==> src/design/assert_macros.svh <==
// Assertion macros used by the timer bank top level.
`ifndef ASSERT_MACROS_SVH
`define ASSERT_MACROS_SVH

`ifndef SYNTH

// Checks that a property holds at every rising clock edge outside reset.
`define STB_ASSERT(lbl, clk, rst, prop, msg) \
  lbl: assert property (@(posedge clk) disable iff (rst) (prop)) else $error(msg);

// Checks that a condition never holds at a rising clock edge outside reset.
`define STB_NEVER(lbl, clk, rst, cond, msg) \
  lbl: assert property (@(posedge clk) disable iff (rst) !(cond)) else $error(msg);

`else

`define STB_ASSERT(lbl, clk, rst, prop, msg)
`define STB_NEVER(lbl, clk, rst, cond, msg)

`endif

`endif

==> src/design/stb_pkg.sv <==
// Package with command codes, sequencer states and cell control for the timer bank.
package stb_pkg;

  // Command codes of an input item.
  localparam logic [1:0] CMD_TICK = 2'd0;
  localparam logic [1:0] CMD_LOAD = 2'd1;
  localparam logic [1:0] CMD_STOP = 2'd2;

  // Sequencer states.
  typedef enum logic [1:0] {
    ST_IDLE,
    ST_SCAN,
    ST_FLUSH
  } stb_state_t;

  // Control bundle that the sequencer drives into each cell.
  typedef struct packed {
    logic shift;     // move the scan token one cell along
    logic en;        // cell lies inside the scanned range
    logic load;      // load period and one-shot flag, clear count, start
    logic stop;      // clear the running flag
    logic one_shot;  // one-shot flag written on load
  } cell_ctrl_t;

endpackage

==> src/design/stb_cell.sv <==
// One timer slot of the chain: running flag, count, period and the scan token stage.
module stb_cell #(
  parameter int COUNT_BITS = 16
) (
  input  logic                    clk,
  input  logic                    rst,
  input  stb_pkg::cell_ctrl_t     ctrl,
  input  logic [COUNT_BITS-1:0]   load_period,
  input  logic                    tok_in,
  output logic                    tok_out,
  output logic                    fire
);

  logic                  tok;
  logic                  running;
  logic [COUNT_BITS-1:0] count;
  logic [COUNT_BITS-1:0] period;
  logic                  one_shot;
  logic [COUNT_BITS-1:0] count_inc;
  logic                  match;
  logic                  visit;

  // The count is compared with the period after the increment.
  assign count_inc = count + COUNT_BITS'(1);
  assign match     = (count_inc == period);
  assign visit     = tok && ctrl.en && running;
  assign fire      = visit && match;
  assign tok_out   = tok;

  // Token stage, running flag and count.
  always_ff @(posedge clk) begin
    if (rst) begin
      tok     <= 1'b0;
      running <= 1'b0;
      count   <= '0;
    end else begin
      if (ctrl.shift) begin
        tok <= tok_in;
      end
      if (ctrl.load) begin
        running <= 1'b1;
        count   <= '0;
      end else if (ctrl.stop) begin
        running <= 1'b0;
      end else if (ctrl.shift && visit) begin
        if (match) begin
          count <= '0;
          if (one_shot) begin
            running <= 1'b0;
          end
        end else begin
          count <= count_inc;
        end
      end
    end
  end

  // Period and one-shot flag are only read once a load has written them.
  always_ff @(posedge clk) begin
    if (ctrl.load) begin
      period   <= load_period;
      one_shot <= ctrl.one_shot;
    end
  end

endmodule

==> src/design/software_timer_bank_top.sv <==
// Top level of the timer bank: command decode, scan sequencer, result buffering.
//
// Input items arrive on cmd_valid/cmd_stall with cmd, slot_index, period and one_shot.
// A load or stop item leaves the sequencer idle and gives no result. A tick item
// sends a scan token down a chain of SLOT_COUNT slot cells, one cell per cycle while
// the walk is not paused; each running cell below tasks_in_use counts up and may
// expire. Every expiry leaves as one result item on fire_valid/fire_stall with
// fired_slot; the last one of a tick has last_fired. After its accepting edge a tick
// holds cmd_stall high through the token walk and the flush state for the final
// result, so the block takes no new item until the tick is through.
// An expiry waits in a pending register until the next expiry of the same tick or the
// flush state sends it out; the last result of a tick is sent from the flush state.
// A stall on the result side holds the result register; if a second expiry then
// needs to go out, the token walk pauses until the receiver takes the first.
// tasks_in_use is written through cfg_wen/cfg_wdata; the user must write it only
// while the block is idle, and the block itself does not enforce this.
// Reset (rst, synchronous) stops all slots, clears counts and sets tasks_in_use to 0.
`include "assert_macros.svh"

module software_timer_bank_top #(
  parameter int SLOT_COUNT = 8,
  parameter int COUNT_BITS = 16
) (
  input  logic        clk,
  input  logic        rst,
  input  logic        cfg_wen,
  input  logic [3:0]  cfg_wdata,
  input  logic        cmd_valid,
  output logic        cmd_stall,
  input  logic [1:0]  cmd,
  input  logic [2:0]  slot_index,
  input  logic [15:0] period,
  input  logic        one_shot,
  output logic        fire_valid,
  input  logic        fire_stall,
  output logic [2:0]  fired_slot,
  output logic        last_fired
);

  localparam int IDX_W = (SLOT_COUNT > 1) ? $clog2(SLOT_COUNT) : 1;

  stb_pkg::stb_state_t   state;
  stb_pkg::stb_state_t   state_next;
  logic [3:0]            tasks_in_use;
  logic [SLOT_COUNT:0]   tok_link;
  logic [SLOT_COUNT-1:0] fire_vec;
  logic                  fire_any;
  logic [IDX_W-1:0]      fire_idx;
  logic                  pend_valid;
  logic [IDX_W-1:0]      pend_slot;
  logic                  cmd_acc;
  logic                  start;
  logic                  out_free;
  logic                  adv;
  logic                  shift_en;
  logic                  emit_mid;
  logic                  emit_last;
  logic [COUNT_BITS-1:0] load_period;

  assign cmd_acc     = cmd_valid && !cmd_stall;
  assign out_free    = !fire_valid || !fire_stall;
  assign load_period = COUNT_BITS'(period);
  assign tok_link[0] = start;

  // Scan length register.
  always_ff @(posedge clk) begin
    if (rst) begin
      tasks_in_use <= 4'd0;
    end else if (cfg_wen) begin
      tasks_in_use <= cfg_wdata;
    end
  end

  // Chain of slot cells with the scan token passed from cell to cell.
  for (genvar i = 0; i < SLOT_COUNT; i++) begin : g_cell
    stb_pkg::cell_ctrl_t ctrl;

    always_comb begin
      ctrl.shift    = shift_en;
      ctrl.en       = (32'(tasks_in_use) > i);
      ctrl.load     = cmd_acc && (cmd == stb_pkg::CMD_LOAD) && (32'(slot_index) == i);
      ctrl.stop     = cmd_acc && (cmd == stb_pkg::CMD_STOP) && (32'(slot_index) == i);
      ctrl.one_shot = one_shot;
    end

    stb_cell #(
      .COUNT_BITS(COUNT_BITS)
    ) u_cell (
      .clk         (clk),
      .rst         (rst),
      .ctrl        (ctrl),
      .load_period (load_period),
      .tok_in      (tok_link[i]),
      .tok_out     (tok_link[i+1]),
      .fire        (fire_vec[i])
    );
  end

  // The token is one-hot, so at most one cell fires; encode its index.
  always_comb begin
    fire_idx = '0;
    for (int i = 0; i < SLOT_COUNT; i++) begin
      if (fire_vec[i]) begin
        fire_idx = fire_idx | IDX_W'(i);
      end
    end
  end
  assign fire_any = |fire_vec;

  // Sequencer state register.
  always_ff @(posedge clk) begin
    if (rst) begin
      state <= stb_pkg::ST_IDLE;
    end else begin
      state <= state_next;
    end
  end

  // Next state.
  always_comb begin
    state_next = state;
    unique case (state)
      stb_pkg::ST_IDLE: begin
        if (cmd_acc && (cmd == stb_pkg::CMD_TICK)) begin
          state_next = stb_pkg::ST_SCAN;
        end
      end
      stb_pkg::ST_SCAN: begin
        if (adv && tok_link[SLOT_COUNT]) begin
          state_next = stb_pkg::ST_FLUSH;
        end
      end
      stb_pkg::ST_FLUSH: begin
        if (!pend_valid || out_free) begin
          state_next = stb_pkg::ST_IDLE;
        end
      end
      default: state_next = stb_pkg::ST_IDLE;
    endcase
  end

  // Sequencer outputs. An expiry waits in the pending register until the next one
  // or the end of the tick shows whether it is the last.
  always_comb begin
    cmd_stall = (state != stb_pkg::ST_IDLE);
    start     = cmd_acc && (cmd == stb_pkg::CMD_TICK);
    adv       = !(fire_any && pend_valid && !out_free);
    shift_en  = start || ((state == stb_pkg::ST_SCAN) && adv);
    emit_mid  = (state == stb_pkg::ST_SCAN) && adv && fire_any && pend_valid;
    emit_last = (state == stb_pkg::ST_FLUSH) && pend_valid && out_free;
  end

  // Pending expiry.
  always_ff @(posedge clk) begin
    if (rst) begin
      pend_valid <= 1'b0;
    end else if ((state == stb_pkg::ST_SCAN) && adv && fire_any) begin
      pend_valid <= 1'b1;
    end else if (emit_last) begin
      pend_valid <= 1'b0;
    end
  end

  always_ff @(posedge clk) begin
    if ((state == stb_pkg::ST_SCAN) && adv && fire_any) begin
      pend_slot <= fire_idx;
    end
  end

  // Result register.
  always_ff @(posedge clk) begin
    if (rst) begin
      fire_valid <= 1'b0;
    end else if (emit_mid || emit_last) begin
      fire_valid <= 1'b1;
    end else if (!fire_stall) begin
      fire_valid <= 1'b0;
    end
  end

  always_ff @(posedge clk) begin
    if (emit_mid || emit_last) begin
      fired_slot <= 3'(pend_slot);
      last_fired <= emit_last;
    end
  end

  // The scan token is in at most one cell.
  `STB_ASSERT(a_tok_onehot, clk, rst, $onehot0(tok_link[SLOT_COUNT:1]), "token not one-hot")
  // No expiry is held over once the sequencer is idle.
  `STB_NEVER(a_idle_pend, clk, rst, (state == stb_pkg::ST_IDLE) && pend_valid, "idle pend")
  // Cells fire only during a scan.
  `STB_ASSERT(a_fire_scan, clk, rst, fire_any |-> (state == stb_pkg::ST_SCAN), "fire off scan")
  // The token has left the chain when the flush begins.
  `STB_NEVER(a_flush_tok, clk, rst, (state == stb_pkg::ST_FLUSH) && (|tok_link[SLOT_COUNT:1]), "flush tok")

endmodule

==> config.mk <==
export PLATFORM = sky130hd
export DESIGN_NAME = software_timer_bank_top
export DESIGN_NICKNAME = d
export VERILOG_FILES = /design/src/design/stb_pkg.sv /design/src/design/stb_cell.sv /design/src/design/software_timer_bank_top.sv
export VERILOG_INCLUDE_DIRS = /design/src /design/src/design
export SDC_FILE = /design/constraint.sdc
export NUM_CORES = 1
export LEC_CHECK = 0
export BUFFER_PORTS_ARGS = -buffer_cell sky130_fd_sc_hd__buf_2
export CELL_PAD_IN_SITES_DETAIL_PLACEMENT = 1
export CELL_PAD_IN_SITES_GLOBAL_PLACEMENT = 1
export CORE_UTILIZATION = 53
export CTS_BUF_LIST = sky130_fd_sc_hd__clkbuf_2
export DETAILED_ROUTE_END_ITERATION = 12
export PLACE_DENSITY_LB_ADDON = 0.2
export SLEW_MARGIN = 25
export SYNTH_ARGS = -nofsm -noshare
export SYNTH_HDL_FRONTEND = slang
export SYNTH_SLANG_ARGS = --single-unit
==> constraint.sdc <==
create_clock -name clk -period 11.34 [get_ports clk]
set_input_delay 0.567 -clock clk [delete_from_list [all_inputs] [get_ports clk]]
set_output_delay 0.567 -clock clk [all_outputs]
set_load 0.02 [all_outputs]
# Word-level counts from Yosys, hierarchy flattened
# Cells that the tools add are included.
[totals]
regBits = 295
wordCells = 283
[op_classes]
n_addsub = 8
mux = 60
magnitude_cmp = 8
bitwise = 8
n_eq_ne = 23
reduce_logical = 127
[ops]
columns = ["operator", "count"]
rows = [
  ["16-bit by 1-bit adder with 16-bit output, second input constant", 8],
  ["16-bit == test", 8],
  ["16-bit two-way mux", 8],
  ["3-bit nonzero test", 24],
  ["1-bit logical AND", 60],
  ["1-bit two-way mux", 46],
  ["3-bit AND reduction", 9],
  ["2-bit OR reduction", 9],
  ["4-bit by 3-bit greater-than comparator with 1-bit output, second input constant", 4],
  ["2-bit AND reduction", 8],
  ["3-bit == test, second input constant", 4],
  ["2-bit two-way mux", 5],
  ["4-bit by 1-bit greater-than comparator with 1-bit output, second input constant", 2],
  ["4-bit by 2-bit greater-than comparator with 1-bit output, second input constant", 2],
  ["1-bit inverter", 8],
  ["8-bit OR reduction", 1],
  ["3-bit by 2-bit == test with 1-bit output, second input constant", 2],
  ["1-bit logical NOT", 6],
  ["2-bit case mux with 3 select lines", 1],
  ["2-bit by 1-bit == test with 1-bit output, second input constant", 2],
  ["2-bit == test, second input constant", 2],
  ["2-bit logical NOT", 2],
  ["1-bit logical OR", 4],
  ["2-bit by 1-bit != test with 1-bit output, second input constant", 2],
  ["5 further kinds", 7],
]

# Logic depth before layout (Yosys ltp)
[depth]
depth_word = 14
ltp_mapped = 16
ltp_nobuf = 11

# Cells and area by module
# Synthesis repeated with hierarchy kept, for this count alone.
[unflattened]
cells_unflattened = 1642
area_unflattened_um2 = 15964.1
[by_module_without_submodules]
columns = ["module", "area_per_inst_um2", "cells_each", "seq_area_each_um2", "instances"]
rows = [
  ["stb_cell", 1894.3, 194, 870.8, 8],
  ["software_timer_bank_top", 809.5, 90, 370.4, 1],
]

# Worst setup path before layout
# No wires, ideal clock.
[synth_timing]
path_kind = "register to register"
start = "reg g_cell[5].u_cell.count[0]"
end = "reg g_cell[4].u_cell.count[6]"
t_arrival_ps = 3534
stages_incl_launch_ff = 16
n_path_buf = 4
path_slack_ps = 7689
synth_period_minus_slack_ps = 3651
cell_sequence = "dfxtp_1 > ha_1 > nand3_4 > or4_4 > xnor2_1 > mux2i_1 > or4b_1 > o2bb2a_4 > a311oi_2 > or2_1 > buf_4 > buf_6 > buf_6 > buf_6 > nor3_1 > a32o_1"
[synth_between]
elab_chain_cells = 11
[synth_lines]
columns = ["item", "line_no", "source"]
rows = [
  ["start, declared", "stb_cell.sv:16", "logic [COUNT_BITS-1:0] count;"],
  ["start signal, assigned", "stb_cell.sv:52", "count <= count_inc;"],
  ["16-bit by 1-bit adder with 16-bit output", "stb_cell.sv:24", "assign count_inc = count + COUNT_BITS'(1);"],
  ["16-bit == test", "stb_cell.sv:25", "assign match = (count_inc == period);"],
  ["1-bit logical AND", "stb_cell.sv:27", "assign fire = visit && match;"],
  ["8-bit OR reduction", "software_timer_bank_top.sv:108", "assign fire_any = |fire_vec;"],
  ["1-bit logical AND (2 in a row)", "software_timer_bank_top.sv:147", "adv = !(fire_any && pend_valid && !out_free);"],
  ["1-bit logical NOT", "software_timer_bank_top.sv:147", ""],
  ["1-bit logical AND", "software_timer_bank_top.sv:148", "shift_en = start || ((state == stb_pkg::ST_SCAN) && adv);"],
  ["1-bit logical OR", "software_timer_bank_top.sv:148", ""],
  ["1-bit logical AND", "stb_cell.sv:45", "end else if (ctrl.shift && visit) begin"],
  ["2-bit AND reduction (no line)", "-", ""],
  ["end signal, assigned", "stb_cell.sv:52", ""],
  ["end, declared", "stb_cell.sv:16", ""],
]
# No other way between the ends.
# A chain may end at the register's enable or synchronous reset.

# Worst setup path in the final report
[layout_timing]
start = "reg g_cell[6].u_cell.count[0]"
end = "reg g_cell[5].u_cell.count[5]"
[layout_between]
elab_chain_cells = 11
[layout_lines]
columns = ["item", "line_no"]
rows = [
  ["start, declared", "stb_cell.sv:16"],
  ["start signal, assigned", "stb_cell.sv:52"],
  ["16-bit by 1-bit adder with 16-bit output", "stb_cell.sv:24"],
  ["16-bit == test", "stb_cell.sv:25"],
  ["1-bit logical AND", "stb_cell.sv:27"],
  ["8-bit OR reduction", "software_timer_bank_top.sv:108"],
  ["1-bit logical AND (2 in a row)", "software_timer_bank_top.sv:147"],
  ["1-bit logical NOT", "software_timer_bank_top.sv:147"],
  ["1-bit logical AND", "software_timer_bank_top.sv:148"],
  ["1-bit logical OR", "software_timer_bank_top.sv:148"],
  ["1-bit logical AND", "stb_cell.sv:45"],
  ["2-bit AND reduction (no line)", "-"],
]
# No other way between the ends.

==> run_summary.xml <==
<?xml version="1.0" encoding="UTF-8"?>
<metrics>
  <group name="logic_synthesis">
    <metric name="synthesis.area" unit="um^2">16930</metric>
    <metric name="synth.avg_cell_area" unit="um^2">9.380</metric>
    <metric name="synth_compound_gate_area_share" unit="%">19.41</metric>
    <metric name="synthDistinctLibCells" unit="">90</metric>
    <metric name="number_of_enable_flip_flop_cells_after_synthesis" unit="">143</metric>
    <metric name="synth_xor_area_share" unit="%">9.067</metric>
    <metric name="asyncSetResetFlopFracSynth" unit="%">0</metric>
    <metric name="yosysSeqAreaShare" unit="%">43.33</metric>
    <metric name="netlist_instances" unit="">1805</metric>
    <metric name="syn_nets" unit="">1844</metric>
    <metric name="yosys.area_share.simple" unit="%">22.78</metric>
    <metric name="yosys_warning_total" unit="">0</metric>
    <metric name="yosys_register_bits" unit="">295</metric>
    <metric name="synth_mux_area_share" unit="%">0.6651</metric>
    <metric name="yosys.area_share.adder" unit="%">0.5912</metric>
    <metric name="dominantRegCellSynth" unit="">sky130_fd_sc_hd__dfxtp_1</metric>
    <metric name="synth_top_family_by_area" unit="">simple AND/OR/NAND/NOR gates</metric>
  </group>
  <group name="worst_setup_path">
    <metric name="ff2ff_path_depth" unit="">12</metric>
    <metric name="worstPathArrival" unit="ps">6590</metric>
    <metric name="worst-endpoint-required" unit="ps">12110</metric>
    <metric name="r2r_start" unit="">g_cell[6].u_cell.count[0]$_SDFFE_PP0P_</metric>
    <metric name="critical_path.max_fanout" unit="">79</metric>
    <metric name="crit_path_start" unit="">g_cell[6].u_cell.count[0]$_SDFFE_PP0P_</metric>
    <metric name="timing.critical_path.from_type" unit="">flip-flop</metric>
    <metric name="crit_type" unit="">flip-flop to flip-flop</metric>
    <metric name="endpoint_type_of_the_worst_setup_path" unit="">flip-flop</metric>
    <metric name="setup.reg_to_reg.worst_slack" unit="ps">5520</metric>
    <metric name="worstSetupEndpoint" unit="">g_cell[5].u_cell.count[5]$_SDFFE_PP0P_</metric>
    <metric name="timing.rr.end" unit="">g_cell[5].u_cell.count[5]$_SDFFE_PP0P_</metric>
  </group>
  <group name="pwr">
    <metric name="vdd.ir_drop.worst" unit="mV">0.07238</metric>
    <metric name="power.static_leakage" unit="uW">0.005567</metric>
    <metric name="report.power.total" unit="uW">1950</metric>
    <metric name="power.density" unit="nW/um^2">107.5</metric>
  </group>
  <group name="global_routing">
    <metric name="initial_antenna_violation_count" unit="">5</metric>
    <metric name="maximum_number_of_pins_on_one_net_before_global_route_repair" unit="">80</metric>
    <metric name="grt_use_total" unit="%">33.29</metric>
    <metric name="gr-total-overflow" unit="">0</metric>
    <metric name="grt_pass1_vias" unit="">15580</metric>
    <metric name="grt_first_pass_wirelength" unit="mm">85.83</metric>
  </group>
  <group name="timing">
    <metric name="worst-slew-pin-transition" unit="ps">1049</metric>
    <metric name="slew_viol_final" unit="">0</metric>
    <metric name="timing.final.setup_violations" unit="">0</metric>
    <metric name="setup_ws" unit="ps">5523</metric>
    <metric name="totalNegativeSetupSlack" unit="ps">0</metric>
    <metric name="timing.final.crit_share" unit="%">51.29</metric>
    <metric name="post-route-min-period" unit="ps">5817</metric>
    <metric name="hold_viol_final" unit="">0</metric>
    <metric name="finClkSkew" unit="ps">81.76</metric>
    <metric name="grt_setup_unrepaired" unit="">false</metric>
    <metric name="achievable-frequency" unit="GHz">0.1719</metric>
    <metric name="max_slew_margin" unit="%">29.81</metric>
  </group>
  <group name="drt">
    <metric name="detailroute.via_count" unit="">15550</metric>
    <metric name="antenna_violating_nets_remaining" unit="">0</metric>
    <metric name="via_density_per_instance" unit="">6.771</metric>
    <metric name="drc" unit="">0</metric>
    <metric name="dr.pass1.iters" unit="">6</metric>
    <metric name="drt_wl_total" unit="mm">54.29</metric>
    <metric name="first_iter_violations" unit="">1525</metric>
    <metric name="final_routed_wire_length_divided_by_cell_count" unit="um">23.63</metric>
  </group>
  <group name="floorplan">
    <metric name="start_util" unit="%">53.79</metric>
    <metric name="boundaryPins" unit="">37</metric>
    <metric name="die_h" unit="um">180.7</metric>
    <metric name="core_region_area" unit="um^2">31470</metric>
    <metric name="design.die.area" unit="um^2">32670</metric>
    <metric name="chipWidth" unit="um">180.7</metric>
    <metric name="placement_rows" unit="">65</metric>
  </group>
  <group name="clocking">
    <metric name="worst_setup_hold_path_clk_slew" unit="ps">100</metric>
    <metric name="cts_inserted_buffers" unit="">79</metric>
    <metric name="clock_sink_count" unit="">295</metric>
    <metric name="cts-root-to-sink-buffers" unit="">3</metric>
    <metric name="clock_tree_from_tritoncts" unit="">done</metric>
    <metric name="cts-root-buf" unit="">sky130_fd_sc_hd__clkbuf_2</metric>
    <metric name="worst_skew_pair.late_latency" unit="ps">960</metric>
    <metric name="cts_htree_levels" unit="">3</metric>
    <metric name="ctsResizeCount" unit="">0</metric>
  </group>
  <group name="final_layout">
    <metric name="layout.nets" unit="">1869</metric>
    <metric name="syn_to_final_growth" unit="%">7.131</metric>
    <metric name="drive_above_1_share" unit="%">10.82</metric>
    <metric name="instances_no_fill" unit="">2297</metric>
    <metric name="nFillCells" unit="">3637</metric>
  </group>
  <group name="status">
    <metric name="status" unit="">completed</metric>
  </group>
  <group name="placed_design">
    <metric name="port_buffers" unit="">36</metric>
    <metric name="dp_worst_setup_slack" unit="ps">5688</metric>
    <metric name="routability_congestion" unit="">0.9338</metric>
    <metric name="place_hpwl" unit="mm">35.86</metric>
    <metric name="placedCellCount" unit="">2124</metric>
  </group>
  <group name="worst_hold_path">
    <metric name="min-delay-path-class" unit="">input port to flip-flop</metric>
  </group>
  <group name="flow_run">
    <metric name="timing.max_cap.violations" unit="">0</metric>
  </group>
</metrics>
worst min-delay path by stage:
stage                               start                                   end  slack, ps  depth (start not counted)
5_1_grt                         period[5]  g_cell[0].u_cell.period[5]$_DFFE_PP_         10                          1
4_1_cts                         period[5]  g_cell[0].u_cell.period[5]$_DFFE_PP_         20                          1
6_report                        period[5]  g_cell[0].u_cell.period[5]$_DFFE_PP_        100                          1
3_3_place_gp   pend_slot[2]$_SDFFCE_PP1P_               fired_slot[2]$_DFFE_PP_        410                          0
2_1_floorplan  pend_slot[0]$_SDFFCE_PP1P_               fired_slot[0]$_DFFE_PP_        400                          0
3_5_place_dp   pend_slot[2]$_SDFFCE_PP1P_               fired_slot[2]$_DFFE_PP_        410                          0
critical path, stage by stage (launching register included):
cell and delay (ps):
sky130_fd_sc_hd__dfxtp_1 500, sky130_fd_sc_hd__ha_1 370, sky130_fd_sc_hd__nand4_1 340, sky130_fd_sc_hd__nor4_2 400, sky130_fd_sc_hd__xnor2_1 110, sky130_fd_sc_hd__or4b_1 590
sky130_fd_sc_hd__nor4_2 610, sky130_fd_sc_hd__a31oi_1 160, sky130_fd_sc_hd__a311oi_2 360, sky130_fd_sc_hd__or2_4 620, sky130_fd_sc_hd__buf_4 760, sky130_fd_sc_hd__nor3_1 390
sky130_fd_sc_hd__a32o_1 310
cells in the final DEF, fill, tap and decap left out, types with 18 or more instances in the layout:
master and count:
sky130_fd_sc_hd__nand2_1 125, sky130_fd_sc_hd__inv_1 32, sky130_fd_sc_hd__xor2_1 49, sky130_fd_sc_hd__and3_1 25, sky130_fd_sc_hd__o31ai_1 26, sky130_fd_sc_hd__dlygate4sd3_1 27, sky130_fd_sc_hd__or4_1 25, sky130_fd_sc_hd__or3_1 22
sky130_fd_sc_hd__nand3b_1 25, sky130_fd_sc_hd__clkinv_1 26, sky130_fd_sc_hd__o21ai_0 72, sky130_fd_sc_hd__o311ai_0 62, sky130_fd_sc_hd__nand4_1 39, sky130_fd_sc_hd__a31oi_1 18, sky130_fd_sc_hd__nor3_1 48, sky130_fd_sc_hd__nand3_1 75
sky130_fd_sc_hd__a21oi_1 83, sky130_fd_sc_hd__nor4_1 44, sky130_fd_sc_hd__o211ai_1 39, sky130_fd_sc_hd__buf_2 36, sky130_fd_sc_hd__edfxtp_1 143, sky130_fd_sc_hd__xnor2_1 121, sky130_fd_sc_hd__and2_1 18, sky130_fd_sc_hd__nor2_1 121
sky130_fd_sc_hd__clkbuf_2 110, sky130_fd_sc_hd__dfxtp_1 152, sky130_fd_sc_hd__nor2b_1 21, sky130_fd_sc_hd__o41ai_1 39
metal layers:
metal	up-vias	wire [um]	track usage, %
li1	7045	-	-
met1	7848	23700	44.07
met2	549	25660	55.12
met3	111	3312	4.737
met4	0	1610	12.79
met5	-	0	0
where the power goes:
part,switching [uW],internal (uW),leakage (uW),total (uW)
registers,3.93,1120,0.00251,1120
clock network,466,265,0.000534,732
logic,75.5,20.4,0.00252,95.8
total,546,1400,0.00557,1950
stage by stage:
step,util [%],cell area [um^2],hold WS (ps)
final,57.63,18140,104.9
after detailed placement,54.56,17170,410.8
after global placement,54.55,17170,409.9
after global routing,57.63,18140,13.63
after CTS,57.61,18130,22.89
after floorplan,-,16930,400.3
logic make-up (layout without fill, tap and decap cells):
group,count (synthesis),in the layout
AOI/OAI and AO/OA,460,460
DFF,295,295
other,0,1
buffers and inverters,166,255
muxes,11,11
and+or+nand+nor,693,693
adders and majority gates,8,8
xor gates and xnor gates,172,172
repair_timing:
action / 4_1_cts / 5_1_grt
setup buffers: 0 / 0
hold endpoints to repair: 65 / 0
hold buffers: 27 / 0
area by class of cell:
class | count | area [um^2] | share of cell area, %
multi-input cells | 1344 | 8925 | 49.20
flip-flops and latches | 295 | 7337 | 40.45
repair buffers | 78 | 563.0 | 3.104
clock buffers | 110 | 550.5 | 3.035
well taps | 402 | 503.0 | 2.773
clock inverters | 35 | 137.6 | 0.7588
inverters | 32 | 120.1 | 0.6622
diodes | 1 | 2.502 | 0.01380
synthesized netlist by cell type (all sizes together), types with 5 or more instances:
cell	instances	area share [%]
ha	8	0.59
nor2	125	2.8
and4	15	0.78
o22ai	7	0.26
o21a	11	0.49
xnor2	121	6.3
xor2	49	2.5
clkbuf	90	2.0
a32o	17	1.0
nor3b	10	0.44
nand3b	25	1.1
nand4	41	1.6
a31oi	18	0.67
a21boi	5	0.22
or4b	5	0.30
nand2b	16	0.59
o31ai	26	1.2
nor4	51	2.1
o211ai	39	1.7
a211oi	8	0.35
buf	44	1.4
or4	26	1.2
o311ai	63	3.3
a21o	7	0.31
a21oi	83	2.5
o41ai	39	2.0
nor3	50	1.5
and2	20	0.74
or2	6	0.22
o31a	5	0.26
dfxtp	152	18
nor4b	10	0.52
inv	32	0.71
and3	25	0.92
nand4b	15	0.78
or3	22	0.81
edfxtp	143	25
mux2i	9	0.53
nand3	78	2.4
o21ai	84	2.5
nand2	125	2.8
nor2b	21	0.78
flip-flops by register name (all words and copies together) (netlist names):
signal,flops
last_fired,1
g_cell.u_cell.period,128
state,2
fired_slot,3
g_cell.u_cell.one_shot,8
g_cell.u_cell.count,128
tasks_in_use,4
g_cell.u_cell.running,8
pend_slot,3
pend_valid,1
fire_valid,1
g_cell.u_cell.tok_out,8
No activity file was read; power rests on OpenSTA's default activity.
